<file path="src/rtl/core/sitd_pkg.sv">
// ----------------------------------------------------------------------------
// sitd_pkg
// Types and constants shared by the strip index triangle decoder modules.
// ----------------------------------------------------------------------------
`default_nettype none

package sitd_pkg;

  localparam int INDEX_BITS = 16;
  localparam int QUEUE_DEPTH = 2;
  localparam int QPTR_BITS = 1;
  localparam int QCNT_BITS = 2;

  localparam logic [6:0] PAYLOAD_MASK = 7'h7F;
  localparam logic [2:0] POS_LIMIT = 3'd4;

  typedef logic [INDEX_BITS-1:0] index_t;

  typedef enum logic [1:0] {
    PH_LENGTH   = 2'd0,
    PH_ENTRIES  = 2'd1,
    PH_COMPLETE = 2'd2,
    PH_EMPTY    = 2'd3
  } phase_t;

  localparam logic [1:0] ST_COMPLETE  = 2'd0;
  localparam logic [1:0] ST_TRUNCATED = 2'd1;
  localparam logic [1:0] ST_EMPTY     = 2'd2;

  typedef struct packed {
    logic [7:0] data_byte;
    logic       last_byte;
  } in_item_t;

  typedef struct packed {
    logic        tri_valid;
    logic [15:0] first_index;
    logic [15:0] second_index;
    logic [15:0] third_index;
    logic        done_res;
    logic [1:0]  end_status;
    logic [30:0] entries_decoded;
  } out_item_t;

  // Decoded request passed from the byte front end to the strip back end.
  typedef struct packed {
    logic        has_entry;
    logic [31:0] value;
    logic        form_tri;
    logic        odd;
    logic        last;
    logic [1:0]  status;
    logic [30:0] entries;
  } q_item_t;

  function automatic logic [15:0] to_out_index(input index_t idx);
    logic [31:0] wide;
    wide = 32'(idx);
    return wide[15:0];
  endfunction

endpackage

`default_nettype wire

</file>
<file path="src/rtl/core/sitd_front.sv">
// ----------------------------------------------------------------------------
// sitd_front
// Byte front end: varint assembly, strip length, entry counting and status.
// ----------------------------------------------------------------------------
`default_nettype none

module sitd_front (
  input  wire                logic clk,
  input  wire                logic rst,
  input  wire                logic accept,
  input  sitd_pkg::in_item_t in_data,
  output logic               push,
  output sitd_pkg::q_item_t  push_data
);
  import sitd_pkg::*;

  phase_t      phase, phase_next;
  logic [31:0] varint_accum, varint_accum_next;
  logic [2:0]  varint_byte_pos, varint_byte_pos_next;
  logic [30:0] strip_total, strip_total_next;
  logic [30:0] entry_count, entry_count_next;

  logic        active;
  logic        val_done;
  logic [31:0] part;
  logic [31:0] value;
  logic [30:0] entry_inc;
  logic [6:0]  payload;

  assign active   = (phase == PH_LENGTH) || (phase == PH_ENTRIES);
  assign payload  = in_data.data_byte[6:0] & PAYLOAD_MASK;
  assign val_done = active && !in_data.data_byte[7];
  assign entry_inc = entry_count + 31'd1;

  always_comb begin
    case (varint_byte_pos)
      3'd0:    part = 32'(payload);
      3'd1:    part = 32'(payload) << 7;
      3'd2:    part = 32'(payload) << 14;
      3'd3:    part = 32'(payload) << 21;
      3'd4:    part = 32'(payload) << 28;
      default: part = '0;
    endcase
    value = varint_accum | part;
  end

  // Next state and datapath registers.
  always_comb begin
    phase_next           = phase;
    varint_accum_next    = varint_accum;
    varint_byte_pos_next = varint_byte_pos;
    strip_total_next     = strip_total;
    entry_count_next     = entry_count;
    if (active) begin
      if (varint_byte_pos <= POS_LIMIT) begin
        varint_accum_next    = value;
        varint_byte_pos_next = varint_byte_pos + 3'd1;
      end
      if (val_done) begin
        varint_accum_next    = '0;
        varint_byte_pos_next = '0;
        if (phase == PH_LENGTH) begin
          if (value == 32'd0 || value[31]) begin
            phase_next = PH_EMPTY;
          end else begin
            strip_total_next = value[30:0];
            phase_next       = PH_ENTRIES;
          end
        end else begin
          entry_count_next = entry_inc;
          if (entry_inc >= strip_total) begin
            phase_next = PH_COMPLETE;
          end
        end
      end
    end
  end

  // Request toward the back end.
  always_comb begin
    push_data.has_entry = val_done && (phase == PH_ENTRIES);
    push_data.value     = value;
    push_data.form_tri  = entry_count >= 31'd2;
    push_data.odd       = entry_count[0];
    push_data.last      = in_data.last_byte;
    push_data.entries   = entry_count_next;
    push_data.status    = ST_COMPLETE;
    if (in_data.last_byte) begin
      case (phase_next)
        PH_COMPLETE: push_data.status = ST_COMPLETE;
        PH_EMPTY:    push_data.status = ST_EMPTY;
        default:     push_data.status = ST_TRUNCATED;
      endcase
    end
    push = accept && (push_data.has_entry || in_data.last_byte);
  end

  always_ff @(posedge clk) begin
    if (rst) begin
      phase           <= PH_LENGTH;
      varint_accum    <= '0;
      varint_byte_pos <= '0;
      strip_total     <= '0;
      entry_count     <= '0;
    end else if (accept) begin
      if (in_data.last_byte) begin
        phase           <= PH_LENGTH;
        varint_accum    <= '0;
        varint_byte_pos <= '0;
        strip_total     <= '0;
        entry_count     <= '0;
      end else begin
        phase           <= phase_next;
        varint_accum    <= varint_accum_next;
        varint_byte_pos <= varint_byte_pos_next;
        strip_total     <= strip_total_next;
        entry_count     <= entry_count_next;
      end
    end
  end

endmodule

`default_nettype wire

</file>
<file path="src/rtl/core/sitd_queue.sv">
// ----------------------------------------------------------------------------
// sitd_queue
// Two-entry request queue between the front end and the back end.
// ----------------------------------------------------------------------------
`default_nettype none

module sitd_queue (
  input  wire               logic clk,
  input  wire               logic rst,
  input  wire               logic push,
  input  sitd_pkg::q_item_t push_data,
  output logic              full,
  input  wire               logic pop,
  output logic              not_empty,
  output sitd_pkg::q_item_t pop_data
);
  import sitd_pkg::*;

  q_item_t              mem [QUEUE_DEPTH];
  logic [QPTR_BITS-1:0] wr_ptr;
  logic [QPTR_BITS-1:0] rd_ptr;
  logic [QCNT_BITS-1:0] count;

  assign full      = count == QCNT_BITS'(QUEUE_DEPTH);
  assign not_empty = count != '0;
  assign pop_data  = mem[rd_ptr];

  always_ff @(posedge clk) begin
    if (push) begin
      mem[wr_ptr] <= push_data;
    end
  end

  always_ff @(posedge clk) begin
    if (rst) begin
      wr_ptr <= '0;
      rd_ptr <= '0;
      count  <= '0;
    end else begin
      if (push) begin
        wr_ptr <= wr_ptr + QPTR_BITS'(1);
      end
      if (pop) begin
        rd_ptr <= rd_ptr + QPTR_BITS'(1);
      end
      if (push && !pop) begin
        count <= count + QCNT_BITS'(1);
      end else if (pop && !push) begin
        count <= count - QCNT_BITS'(1);
      end
    end
  end

endmodule

`default_nettype wire

</file>
<file path="src/rtl/core/sitd_back.sv">
// ----------------------------------------------------------------------------
// sitd_back
// Strip back end: entry reconstruction, triangle forming and result register.
// ----------------------------------------------------------------------------
`default_nettype none

module sitd_back (
  input  wire                 logic clk,
  input  wire                 logic rst,
  input  wire                 logic q_valid,
  input  sitd_pkg::q_item_t   q_data,
  output logic                q_pop,
  output logic                out_valid,
  input  wire                 logic out_ready,
  output sitd_pkg::out_item_t out_data
);
  import sitd_pkg::*;

  index_t    zero_count;
  index_t    older_entry;
  index_t    newer_entry;
  index_t    entry;
  logic      tri_hit;
  logic      has_result;
  out_item_t result;

  assign q_pop = q_valid && (!out_valid || out_ready);

  // The new entry counts down from the zero counter.
  assign entry = zero_count - q_data.value[INDEX_BITS-1:0];

  always_comb begin
    tri_hit = q_data.has_entry && q_data.form_tri &&
              (older_entry != newer_entry) && (older_entry != entry) &&
              (newer_entry != entry);
    has_result = tri_hit || q_data.last;
    result.tri_valid       = tri_hit;
    result.first_index     = '0;
    result.second_index    = '0;
    result.third_index     = '0;
    result.done_res        = q_data.last;
    result.end_status      = q_data.status;
    result.entries_decoded = q_data.entries;
    if (tri_hit) begin
      result.first_index = to_out_index(older_entry);
      if (q_data.odd) begin
        result.second_index = to_out_index(entry);
        result.third_index  = to_out_index(newer_entry);
      end else begin
        result.second_index = to_out_index(newer_entry);
        result.third_index  = to_out_index(entry);
      end
    end
  end

  always_ff @(posedge clk) begin
    if (rst) begin
      zero_count  <= '0;
      older_entry <= '0;
      newer_entry <= '0;
    end else if (q_pop) begin
      if (q_data.last) begin
        zero_count  <= '0;
        older_entry <= '0;
        newer_entry <= '0;
      end else if (q_data.has_entry) begin
        if (q_data.value == 32'd0) begin
          zero_count <= zero_count + INDEX_BITS'(1);
        end
        older_entry <= newer_entry;
        newer_entry <= entry;
      end
    end
  end

  always_ff @(posedge clk) begin
    if (rst) begin
      out_valid <= 1'b0;
    end else if (q_pop) begin
      out_valid <= has_result;
    end else if (out_ready) begin
      out_valid <= 1'b0;
    end
  end

  always_ff @(posedge clk) begin
    if (q_pop) begin
      out_data <= result;
    end
  end

endmodule

`default_nettype wire

</file>
<file path="src/rtl/core/strip_index_triangle_decoder.sv">
// ----------------------------------------------------------------------------
// strip_index_triangle_decoder
// Decodes a varint-coded triangle strip index buffer into triangles.
// ----------------------------------------------------------------------------
// Channel  Direction  Handshake              Payload
// in       input      in_valid / in_ready    in_data   (data_byte, last_byte)
// out      output     out_valid / out_ready  out_data  (triangle and end status)
//
// One byte is accepted per cycle while the request queue is not full; its
// result passes through the request queue into the result register.
// The front end stalls only when the two-entry request queue is full, and the
// back end drains it whenever the result register is empty or being taken.
// Reset is synchronous and clears all control and strip state at once.
// ----------------------------------------------------------------------------
`default_nettype none

module strip_index_triangle_decoder (
  input  wire                 logic clk,
  input  wire                 logic rst,
  input  wire                 logic in_valid,
  output logic                in_ready,
  input  sitd_pkg::in_item_t  in_data,
  output logic                out_valid,
  input  wire                 logic out_ready,
  output sitd_pkg::out_item_t out_data
);
  import sitd_pkg::*;

  logic    accept;
  logic    push;
  q_item_t push_data;
  logic    q_full;
  logic    q_pop;
  logic    q_valid;
  q_item_t q_data;

  assign in_ready = !q_full;
  assign accept   = in_valid && in_ready;

  sitd_front u_front (
    .clk       (clk),
    .rst       (rst),
    .accept    (accept),
    .in_data   (in_data),
    .push      (push),
    .push_data (push_data)
  );

  sitd_queue u_queue (
    .clk       (clk),
    .rst       (rst),
    .push      (push),
    .push_data (push_data),
    .full      (q_full),
    .pop       (q_pop),
    .not_empty (q_valid),
    .pop_data  (q_data)
  );

  sitd_back u_back (
    .clk       (clk),
    .rst       (rst),
    .q_valid   (q_valid),
    .q_data    (q_data),
    .q_pop     (q_pop),
    .out_valid (out_valid),
    .out_ready (out_ready),
    .out_data  (out_data)
  );

endmodule

`default_nettype wire
</file>
<file path="config.mk">
export PLATFORM = sky130hd
export DESIGN_NAME = strip_index_triangle_decoder
export DESIGN_NICKNAME = d
export VERILOG_FILES = /design/src/rtl/core/sitd_pkg.sv /design/src/rtl/core/sitd_front.sv /design/src/rtl/core/sitd_queue.sv /design/src/rtl/core/sitd_back.sv /design/src/rtl/core/strip_index_triangle_decoder.sv
export SDC_FILE = /design/constraint.sdc
export NUM_CORES = 1
export LEC_CHECK = 0
export BUFFER_PORTS_ARGS = -buffer_cell sky130_fd_sc_hd__buf_2
export CAP_MARGIN = 0
export CORE_MARGIN = 2
export CORE_UTILIZATION = 35
export CTS_BUF_LIST = sky130_fd_sc_hd__clkbuf_4 sky130_fd_sc_hd__clkbuf_8 sky130_fd_sc_hd__clkbuf_16
export CTS_CLUSTER_DIAMETER = 120
export DETAILED_ROUTE_END_ITERATION = 10
export REMOVE_ABC_BUFFERS = 1
export SYNTH_ARGS = -nofsm -noshare
export SYNTH_HDL_FRONTEND = slang
export SYNTH_HIERARCHICAL = 1
export SYNTH_SLANG_ARGS = --single-unit
export TNS_END_PERCENT = 5
</file>
<file path="constraint.sdc">
create_clock -name clk -period 5.9 [get_ports clk]
set_input_delay 1.18 -clock clk [delete_from_list [all_inputs] [get_ports clk]]
set_output_delay 1.18 -clock clk [all_outputs]
set_load 0.02 [all_outputs]
</file>
# == Word level (Yosys, flattened, before mapping) ==
# Memories as Yosys holds them, arrays and structs flattened. A register that Yosys moved wholly into a read port is not among the register bits.
# Cells that the tools add are included.
# Widths: inputs -> output; s select.
# classes
add_sub_neg,8
n_eq_ne,12
muxes,42
magnitude_cmp,3
mul,0
bitwise_logic,1
shifts,0
reduce_logical,38
div,0
# op_table
operator,count
$mux 31,9
$mux 32,5
$pmux 32 s5,1
$mux 16,7
$logic_not 32->1,2
$ne 16x16->1,3
$or 32x32->32,1
$add 31x1->31 const B,1
$ge 31x2->1 const B,1
$ge 31x31->1,1
$mux 2,9
$add 16x1->16 const B,1
$reduce_bool 2->1,8
$sub 16x16->16,1
$mux 3,4
$logic_and 1x1->1,11
$eq 2x2->1 const B,3
$eq 3x2->1 const B,2
$mux 1,6
$reduce_and 3->1,2
$logic_not 1->1,5
$logic_or 1x1->1,5
$reduce_and 5->1,1
$pmux 2 s2,1
13 further kinds,14
# totals
ram_bits,138
latch_bits,0
inputBits,13
output_inout_bits,85
wordCells,124
n_memories,1
register_bits,235
romBits,0
# memory_table
memory,depth,width,rd,rd_ports_with_merged_regs,wr,line_no,rtl
u_queue.mem,2,69,1,1,1,sitd_queue.sv:19,q_item_t mem [QUEUE_DEPTH];

# == Longest topological paths before layout ==
# Gate-level depths: netlist of the first run.
# logic_depth
depth_word,12
ltp_mapped,17
ltp_nobuf,15

# == Hierarchy ==
# Netlist of the first run, hierarchy kept.
# modules_own_cells
mod,area_per_inst_um2,instances,cells_per_inst,seq_area_each_um2
sitd_back,6787.8,1,611,3473.3
sitd_front,6238.5,1,820,1981.9
sitd_queue,5228.8,1,237,4244.1
strip_index_triangle_decoder,10.0,1,2,0.0

# == Least setup slack after synthesis of the first run ==
# OpenSTA, ideal clock, no wires.
# synth_timing
kind,input port to flip-flop
from,input port in_data[8] (netlist bit)
to,memory u_queue/mem[0][0] (netlist bit) (enable)
setup_slack_ps,-74
path_stages,5
t_arrival_ps,5469
required_time_ps,5395
path_buffers,2
setup_ps,505
cell_sequence,or3b_2 clkbuf_1 buf_1 a21oi_1 nor2b_1
# synth_via
elab_chain_cells,7
# synth_rtl
element,line_no,rtl
start: declaration,strip_index_triangle_decoder.sv:22,"input sitd_pkg::in_item_t in_data,"
$logic_not 1->1,sitd_front.sv:32,assign val_done = active && !in_data.data_byte[7];
$logic_and 1x1->1,sitd_front.sv:32,
$logic_and 1x1->1,sitd_front.sv:81,push_data.has_entry = val_done && (phase == PH_ENTRIES);
$logic_or 1x1->1,sitd_front.sv:95,push = accept && (push_data.has_entry || in_data.last_byte);
$logic_and 1x1->1,sitd_front.sv:95,
named net push,strip_index_triangle_decoder.sv:30,logic push;
$mux 1,sitd_queue.sv:29,if (push) begin
$mux 1 (implied by the code),sitd_queue.sv:30,mem[wr_ptr] <= push_data;
end: declaration,sitd_queue.sv:19,
# The timed path passes the listed nets, and every way through them passes these cells.

==> metrics.cfg, run 1 <==
[outcome]
outcome = finished clean

[global_routing]
grt_pass1_wl_um = 67300
grt_use_total_pct = 15.5
grt_pass1_vias = 12600
grt_overflow_total = 0
antenna_found_initial = 1
grt_max_degree = 76

[run]
maxCapViolations = 0

[synth]
synth_top_area_cell = edfxtp_1
synth-compound-area-share_pct = 10.9
synth_ff_type = edfxtp_1
yosysSeqAreaShare_pct = 53.1
synth_fa_ha_area_share_pct = 3.95
yosys-top-cells-count = edfxtp_1, nor2_1, dfxtp_1
synth_cell_types = 76
ys_warn_count = 6
yosys.area_share.simple_pct = 13.9
synthMuxAreaShare_pct = 6.06
synthCells = 1670
synth_top_area_share_pct = 36.3
synthXorXnorAreaFrac_pct = 7.50
synth.most_common_cell = edfxtp_1
yosys_register_bits = 374
synth_top_family_by_area = simple AND/OR/NAND/NOR gates
synth_area_leaders = edfxtp_1, dfxtp_1, ha_1, mux2_2, nor2_1
synth-edff-count = 221
async_flop_share_pct = 0
syn_area_per_cell_um2 = 10.9
synth_area_um2 = 18300

[placed_design]
post-dp-hpwl_um = 28200
dp_cells = 2339
gp_congestion = 0.856
io_buffers = 97

[setup_path]
worstSetupEndpointType = register
cp.arrival_ns = 4.73
max_stage_delay_ns = 0.54
slowest_stage = nor4_4
critPathTopFamily = simple AND/OR/NAND/NOR gates
crit_chain = mux2_2 > ha_1 > inv_1 > fa_1 > a21o_1 > a221o_1 > a211o_1 > and3_1 > xor2_1 > or2_2 > nor4_4 > buf_4 > a2111oi_0
critical_path.max_fanout = 41
cp.required_ns = 6.15
cp-start-kind = register
cp_num_buf_inv = 2
path_class = reg2reg

[clocking]
cts_tree = yes
cts_max_path_buffers = 3
path_clk_slew_ns = 0.06
post_cts_resized = 0
ctsHoldBuffers = 0
clkLatencyLatePin_ns = 0.58
cts_sinks = 374
cts_buffers = 42
cts-root-buf = clkbuf_16
cts_setup_buffers = 0
htreeDepth = 2

[drt]
drt_wl_total_um = 41600
vias_per_cell = 5.30
vias = 12800
drtPass1Iterations = 5
drt-initial-drc-count = 1077
wire_per_inst_um = 17.2
drc = 0
ant_nets = 0

[die]
die_y_um = 232
fp.dieArea_um2 = 54000
core-area_um2 = 51400
initial_core_util_pct = 35.5
num_io_pins = 98
die_w_um = 232
placementRows = 83

[timing]
skew_ns = 0.0246
relSlewSlack_pct = 29.8
fin_crit_ns = 4.48
fin_tns_setup_ns = 0
worst_hold_slack_ns = 0.460
worst_slew_pin_slew_ns = 1.05
setup_viol = 0
hold_viol = 0
clock.fmax_mhz = 223
min_period_over_period_pct = 75.9
rsz0062_at_grt = no
slew_viol_final = 0

[power]
power_leakage_uw = 0.00796
ir_worst_vdd_uv = 226
power_uw = 8420
powerDensity_nw_per_um2 = 407

[cells_and_area]
fin_nets = 1773
n_fill_cell = 4932
drive_above_1_share_pct = 16.6
fin_cells = 2417
antenna_cells = 0
area_delta_synth_final_pct = 13.2

[worst_hold_path]
hold_path.class = reg2reg

## state kept, by name, summed over array words and instances, names as in the netlist, named ones only
| register | cells |
|---|---|
| u_queue/mem | 138 |
| u_back/out_data | 83 |
| u_front/varint_accum | 32 |
| u_front/entry_count | 31 |
| u_front/strip_total | 31 |
| u_back/newer_entry | 16 |
| u_back/older_entry | 16 |
| u_back/zero_count | 16 |
| u_front/varint_byte_pos | 3 |
| u_front/phase | 2 |
| u_queue/count | 2 |
| u_back/out_valid | 1 |
| u_queue/rd_ptr | 1 |
| u_queue/wr_ptr | 1 |
## through the flow
step | utilization [%] | setup WS [ns] | cell area, um2
6_report | 40.2 | 1.42 | 20700
5_1_grt | 40.2 | 0.835 | 20700
4_1_cts | 40.2 | 1.43 | 20700
3_5_place_dp | 37.4 | 1.42 | 19200
3_3_place_gp | 37.4 | 1.53 | 19200
2_1_floorplan | - | -1.16 | 17700
## cell families after synthesis
group,after synthesis
and+or+nand+nor,514
AOI/OAI and AO/OA,292
adders and majority gates,57
muxes,98
xor gates and xnor gates,140
buffers and inverters,195
DFF,374
## placed cells by master (no fill, tap or decap), types with 6 or more instances in the layout
| cell | count |
|---|---|
| a211oi_1 | 6 |
| a21o_1 | 43 |
| a21oi_1 | 65 |
| a22oi_1 | 69 |
| a31oi_1 | 7 |
| and3_1 | 15 |
| buf_2 | 96 |
| buf_4 | 14 |
| clkbuf_16 | 42 |
| clkbuf_4 | 10 |
| clkinv_2 | 8 |
| dfxtp_1 | 152 |
| edfxtp_1 | 221 |
| ha_1 | 56 |
| inv_1 | 72 |
| mux2_2 | 60 |
| mux2_4 | 10 |
| mux2i_1 | 28 |
| nand2_1 | 84 |
| nand3_1 | 51 |
| nand4_1 | 23 |
| nor2_1 | 162 |
| nor2b_1 | 13 |
| nor3_1 | 61 |
| nor3b_1 | 13 |
| nor4_1 | 41 |
| o2111ai_1 | 6 |
| o21ai_0 | 32 |
| o21ai_1 | 18 |
| or2_2 | 7 |
| or3_1 | 10 |
| xnor2_1 | 66 |
| xor2_1 | 64 |
## tightest hold or removal path: stages (launching register included)
cell and delay [ns]:
dfxtp_1 0.31, nand3_1 0.06, o21ai_1 0.05
## final timing paths
check,end,startpoint,cells past startpoint,slack (ns)
max,u_back/out_data[52]$_SDFFCE_PN0P_,register,13,1.42
min,u_front/strip_total[15]$_SDFFE_PP0P_,u_front/strip_total[15]$_SDFFE_PP0P_,2,0.46
max reg2reg,u_back/out_data[52]$_SDFFCE_PN0P_,register,13,1.42
min reg2reg,u_front/strip_total[15]$_SDFFE_PP0P_,u_front/strip_total[15]$_SDFFE_PP0P_,2,0.46
## cell type report
class                           instances  area, um2  area share (%)
Multi-Input combinational cell       1101       7770            37.6
Clock inverter                         23        310            1.50
Clock buffer                           55       1170            5.64
Inverter                               73        274            1.33
Tap cell                              680        851            4.11
Timing Repair Buffer                  111        606            2.93
Sequential cell                       374       9700            46.9
## power by group
| part | switching (uW) | internal, uW |
|---|---|---|
| clock network | 1110 | 1650 |
| logic | 1460 | 818 |
| registers | 147 | 3250 |
| total | 2710 | 5710 |
## per-layer routing
metal	vias up	share of wire [%]	track usage, %
met3	75	5.8	2.83
met4	2	2.5	5.51
li1	6123	-	-
met5	-	0.031	0
met2	359	47	25.0
met1	6241	45	20.7
(Power assumes the default switching activity.)
==> inputs of run 2 (changes only) <==
--- a/config.mk
+++ b/config.mk
@@ -5,6 +5,7 @@
 export SDC_FILE = /design/constraint.sdc
 export NUM_CORES = 1
 export LEC_CHECK = 0
+export ABC_AREA = 1
 export BUFFER_PORTS_ARGS = -buffer_cell sky130_fd_sc_hd__buf_2
 export CAP_MARGIN = 0
 export CORE_MARGIN = 2
==> constraint.sdc (replaced) <==
create_clock -name clk -period 4.6 [get_ports clk]
set_input_delay 0.92 -clock clk [delete_from_list [all_inputs] [get_ports clk]]
set_output_delay 0.92 -clock clk [all_outputs]
set_load 0.02 [all_outputs]
==> metrics.cfg, run 2 <==
[outcome]
outcome = finished clean

[die]
core-area_um2 = 53800
placementRows = 85
fp.dieArea_um2 = 56300
initial_core_util_pct = 35.4
num_io_pins = 98
die_w_um = 237
die_y_um = 237

[synth]
synth_area_um2 = 19000
ys_warn_count = 6
yosysSeqAreaShare_pct = 50.9
yosys-top-cells-count = nand2_1, inv_1, edfxtp_1
async_flop_share_pct = 0
synth_area_leaders = edfxtp_1, dfxtp_1, nand2_1, inv_1, a21oi_1
synth_top_area_share_pct = 34.9
yosys_register_bits = 374
synth_cell_types = 45
synth_ff_type = edfxtp_1
syn_area_per_cell_um2 = 8.41
synthCells = 2263
synth.most_common_cell = nand2_1
synth_top_area_cell = edfxtp_1
synth-edff-count = 221

[power]
power_leakage_uw = 0.00863
power_uw = 10800
intPower_uw = 7040
ir_worst_vdd_uv = 276
powerDensity_nw_per_um2 = 503
swShare_pct = 34.8
net-switching-power_uw = 3750
p_comb_share_pct = 28.4
p_clk_share_pct = 30.1
seqPwrFrac_pct = 41.5

[clocking]
cts_setup_buffers = 0
cts_tree = yes
clkLatencyLatePin_ns = 0.57
htreeDepth = 2
path_clk_slew_ns = 0.06
cts_sinks = 374
cts_buffers = 44
post_cts_resized = 0
cts_max_path_buffers = 3
cts-root-buf = clkbuf_16
ctsHoldBuffers = 0

[drt]
drt_wl_total_um = 48200
ant_nets = 0
drc = 0
drt-initial-drc-count = 969
drtPass1Iterations = 6
vias = 15100
wire_per_inst_um = 15.7
vias_per_cell = 4.91

[placed_design]
dp_cells = 2990
pre_cts_slack_ns = 0.913
io_buffers = 97
post-dp-hpwl_um = 34400
gp_congestion = 0.904

[global_routing]
top_usage_layer = met2
grt_pass1_wl_um = 75900
grt_pass1_vias = 14200
grt_overflow_total = 0
grtUsageMet1_pct = 22.1
met3_usage_pct = 2.52
use_met2_pct = 28.7
grt_use_total_pct = 16.9
antenna_found_initial = 0
grt_max_degree = 59

[cells_and_area]
fin_cells = 3071
largest_reg_flops = 138
fin_nets = 2410
antenna_cells = 0
largestRegisters = u_queue/mem: 138 flops, u_back/out_data: 83 flops, u_front/varint_accum: 32 flops
final_common_cell = nand2_1
final_cell_mix = nand2_1, inv_1, edfxtp_1
largest-register = u_queue/mem
area_delta_synth_final_pct = 12.7
n_fill_cell = 5423
drive_above_1_share_pct = 13.7

[timing]
worst_hold_slack_ns = 0.456
worst_slew_pin_slew_ns = 1.03
relSlewSlack_pct = 31.1
min_period_over_period_pct = 80.4
fin_tns_setup_ns = 0
slew_viol_final = 0
skew_ns = 0.0196
fin_crit_ns = 3.70
setup_viol = 0
finalWorstSetupSlack_ns = 0.902
clock.fmax_mhz = 270
hold_viol = 0
rsz0062_at_grt = no

[run]
maxCapViolations = 0

[setup_path]
path_class = reg2reg
cp.required_ns = 4.88
r2r_end = u_back/out_data[61]$_SDFFCE_PN0P_
cp-start-kind = register
critical_path.max_fanout = 49
worstSetupEndpointType = register
rrSetupSlack_ns = 0.90
cp.arrival_ns = 3.98
rr_worst_depth = 18
worstSetupEndpoint = u_back/out_data[61]$_SDFFCE_PN0P_

[worst_hold_path]
hold_path.class = reg2reg

## run 2: layer usage
| layer | vias to the layer above | share of wire, % |
|---|---|---|
| met2 | 402 | 48 |
| met4 | 0 | 2.5 |
| li1 | 7551 | - |
| met3 | 72 | 4.9 |
| met1 | 7059 | 45 |
| met5 | - | 0 |
## run 2: worst min-delay path by stage
stage / slack (ns) / cells past startpoint / endpoint / from
finish: 0.46 / 2 / u_front/varint_accum[28]$_SDFFE_PP0P_ / u_front/varint_accum[28]$_SDFFE_PP0P_
global route: 0.47 / 2 / u_front/varint_accum[24]$_SDFFE_PP0P_ / u_front/varint_accum[24]$_SDFFE_PP0P_
CTS: 0.46 / 2 / u_front/varint_accum[1]$_SDFFE_PP0P_ / u_front/varint_accum[1]$_SDFFE_PP0P_
detailed placement: 0.45 / 2 / u_front/varint_accum[1]$_SDFFE_PP0P_ / u_front/varint_accum[1]$_SDFFE_PP0P_
global placement: 0.44 / 2 / u_front/varint_accum[8]$_SDFFE_PP0P_ / u_front/varint_accum[8]$_SDFFE_PP0P_
floorplan: 0.44 / 2 / u_front/varint_accum[21]$_SDFFE_PP0P_ / u_front/varint_accum[21]$_SDFFE_PP0P_
## run 2: cell families (layout without fill, tap and decap cells)
| kind of cell | after synthesis | count (layout) | share of synthesized area, % |
|---|---|---|---|
| mux | 69 | 69 | 4.28 |
| simple gates | 1116 | 1116 | 24.6 |
| xor+xnor | 41 | 41 | 1.89 |
| compound gates | 252 | 252 | 6.85 |
| buf+inv | 354 | 466 | 7.69 |
| flops | 374 | 374 | 50.9 |
| fa+ha+maj | 57 | 57 | 3.78 |
## run 2: metrics by stage
step	area [um2]	util (%)
6_report	21500	39.9
5_1_grt	21500	39.9
4_1_cts	21500	39.9
3_5_place_dp	20100	37.4
3_3_place_gp	20100	37.4
2_1_floorplan	18600	-
## run 2: power groups by stage
stage	clock network, uW	logic (uW)	registers, uW
floorplan	0	1520	5090
global placement	0	3060	4540
detailed placement	0	3080	4560
CTS	3360	3090	4490
global route	3490	3350	4540
finish	3250	3060	4480
## run 2: layout make-up
type | count | area, um2 | share of cell area, %
clock inverter | 24 | 139 | 0.647
timing repair buffer | 120 | 658 | 3.07
tap | 696 | 871 | 4.06
inverter | 265 | 996 | 4.64
sequential | 374 | 9700 | 45.2
clock buffer | 57 | 1200 | 5.59
multi-input combinational | 1535 | 7900 | 36.8
## run 2: worst max-delay path, cell delays in order, from the launching register on
cell     delay (ns)
dfxtp_4        0.50
buf_4          0.41
mux2_2         0.40
inv_1          0.07
ha_1           0.29
nand2_1        0.14
inv_1          0.05
nand2_1        0.05
nand2_1        0.06
a21oi_2        0.16
nand3_1        0.11
nand2_2        0.13
nor2_1         0.05
nor2_1         0.09
nand3_1        0.08
nor2_1         0.18
nor2_4         0.06
nand2_4        0.43
a21oi_1        0.12
==> inputs of run 3 (changes only) <==
==> constraint.sdc (replaced) <==
create_clock -name clk -period 3 [get_ports clk]
set_input_delay 0.6 -clock clk [delete_from_list [all_inputs] [get_ports clk]]
set_output_delay 0.6 -clock clk [all_outputs]
set_load 0.02 [all_outputs]
==> metrics.cfg, run 3 (synthesis gave the netlist of run 2 again) <==
[timing]
worst_hold_slack_ns = 0.457
worst_slew_pin_slew_ns = 0.721
slew_viol_final = 0
min_period_over_period_pct = 105
rsz0062_at_grt = yes
finalWorstSetupSlack_ns = -0.152
hold_viol = 0
relSlewSlack_pct = 51.9
setup_viol = 49
fin_crit_ns = 3.15
clock.fmax_mhz = 317
skew_ns = 0.0277

[power]
p_comb_share_pct = 32.6
seqPwrFrac_pct = 38.2
power_uw = 17900
intPower_uw = 11800
power_leakage_uw = 0.00984
swShare_pct = 34.1
p_clk_share_pct = 29.2
ir_worst_vdd_uv = 406
powerDensity_nw_per_um2 = 741
net-switching-power_uw = 6100

[clocking]
htreeDepth = 2
cts_sinks = 374
cts_max_path_buffers = 3
cts_tree = yes
ctsHoldBuffers = 0
cts_buffers = 43
cts-root-buf = clkbuf_16
path_clk_slew_ns = 0.06
clkLatencyLatePin_ns = 0.57

[global_routing]
grt_pass1_wl_um = 79600
grt_overflow_total = 0
grt_use_total_pct = 17.6
grt_max_degree = 82
grt_pass1_vias = 15100
antenna_found_initial = 0

[setup_path]
cp.arrival_ns = 3.46
worstSetupEndpointType = register
cp.required_ns = 3.31
rrSetupSlack_ns = -0.15
critical_path.max_fanout = 8
r2r_end = u_back/out_data[40]$_SDFFCE_PN0P_
rr_worst_depth = 18
path_class = reg2reg
cp-start-kind = register

[cells_and_area]
final_cell_mix = nand2_1, inv_1, edfxtp_1
drive_above_1_share_pct = 27.6
largest_reg_flops = 138
largestRegisters = u_queue/mem: 138 flops, u_back/out_data: 83 flops, u_front/varint_accum: 32 flops
largest-register = u_queue/mem
final_core_util_pct = 44.9
final_common_cell = nand2_1
fin_nets = 2581
n_fill_cell = 5214
area_delta_synth_final_pct = 26.9
antenna_cells = 0

[die]
initial_core_util_pct = 35.4
die_w_um = 237
num_io_pins = 98
fp.dieArea_um2 = 56300
core-area_um2 = 53800
placementRows = 85
die_y_um = 237

[drt]
wire_per_inst_um = 15.9
vias = 15900
vias_per_cell = 4.90
drc = 1
ant_nets = 0
drt-initial-drc-count = 1098
drtPass1Iterations = 8
drt_wl_total_um = 51500

[placed_design]
gp_congestion = 0.904
post-dp-hpwl_um = 35800
pre_cts_slack_ns = -0.272
io_buffers = 97

[outcome]
violations = DRC, setup timing
outcome = finished, violations left

[worst_hold_path]
min_to = u_front/varint_accum[22]$_SDFFE_PP0P_
hold_path.class = reg2reg
whs_path_depth = 2
hold_start = u_front/varint_accum[22]$_SDFFE_PP0P_

[run]
maxCapViolations = 0

run 3: cell count changes in the layout (fill, tap and decap cells not counted), moves of 20 or more:
| cell | previous run | this run |
|---|---|---|
| a21oi_1 | 188 | 167 |
| buf_4 | 23 | 167 |
| dfxtp_1 | 152 | 132 |
| ha_1 | 56 | 34 |
| ha_4 | 0 | 22 |
| nand2_1 | 664 | 614 |
| nand2_2 | 24 | 66 |
| nor2_1 | 186 | 156 |
run 3: how the worst max path moves through the flow:
stage	from	endpoint	cells past startpoint
3_3_place_gp	register	u_back/out_data[35]$_SDFFCE_PN0P_	19
2_1_floorplan	in_data[8]	u_queue/mem[0][0]$_DFFE_PP_	7
6_report	register	u_back/out_data[40]$_SDFFCE_PN0P_	18
5_1_grt	register	u_back/out_data[77]$_SDFFCE_PN0P_	20
4_1_cts	register	u_back/out_data[46]$_SDFFCE_PN0P_	18
3_5_place_dp	register	u_back/out_data[35]$_SDFFCE_PN0P_	19
run 3: power groups by stage:
stage	logic [uW]	registers, uW	clock network (uW)
after floorplan	2330	7810	0
after global placement	5150	6930	0
after detailed placement	5200	6950	0
after CTS	5350	6850	5350
after global routing	6320	6930	5550
final	5840	6830	5230
run 3: worst max-delay path, stage by stage, from the launching register on:
cell	delay [ns]
dfxtp_4	0.39
mux2_4	0.34
ha_4	0.16
inv_2	0.06
fa_2	0.45
buf_6	0.14
nand2_2	0.06
nand3_2	0.07
nor2_2	0.11
nand3_1	0.08
nor2_1	0.11
nand2_1	0.08
nor2_2	0.18
nand3_2	0.11
nor2_4	0.13
nor2_4	0.07
nand2_8	0.15
clkbuf_16	0.19
nor2_2	0.04
run 3: area by class of cell:
type	instances	area [um2]	area share, %
clock buffer	64	1320	5.45
clock inverter	15	114	0.471
inverter	265	1000	4.16
multi-input combinational	1535	8880	36.8
sequential	374	9740	40.3
tap	696	871	3.60
timing repair buffer	292	2230	9.23
run 3: timing repair:
item,in CTS,in global routing
gates cloned,1,6
pin swaps,4,84
buffers inserted,0,13
endpoints found under the hold margin,0,0
gates resized for setup,44,227
setup endpoints to repair,57,68
run 3: per-stage QoR:
stage | instances | setup TNS [ns] | area (um2)
6_report | 3241 | -6.10 | 24200
5_1_grt | 3241 | -13.41 | 24200
4_1_cts | 3223 | -5.55 | 23000
3_5_place_dp | 3143 | -13.01 | 21400
3_3_place_gp | 3143 | -8.69 | 21400
2_1_floorplan | 2174 | -552.82 | 18600
run 3: metal layers:
| metal | global-route usage, % | vias to the layer above | share of wire (%) |
|---|---|---|---|
| met2 | 31.0 | 338 | 50 |
| met1 | 22.6 | 7550 | 44 |
| li1 | - | 7897 | - |
| met3 | 2.18 | 86 | 4.3 |
| met5 | 0 | - | 0 |
| met4 | 5.15 | 0 | 2.6 |
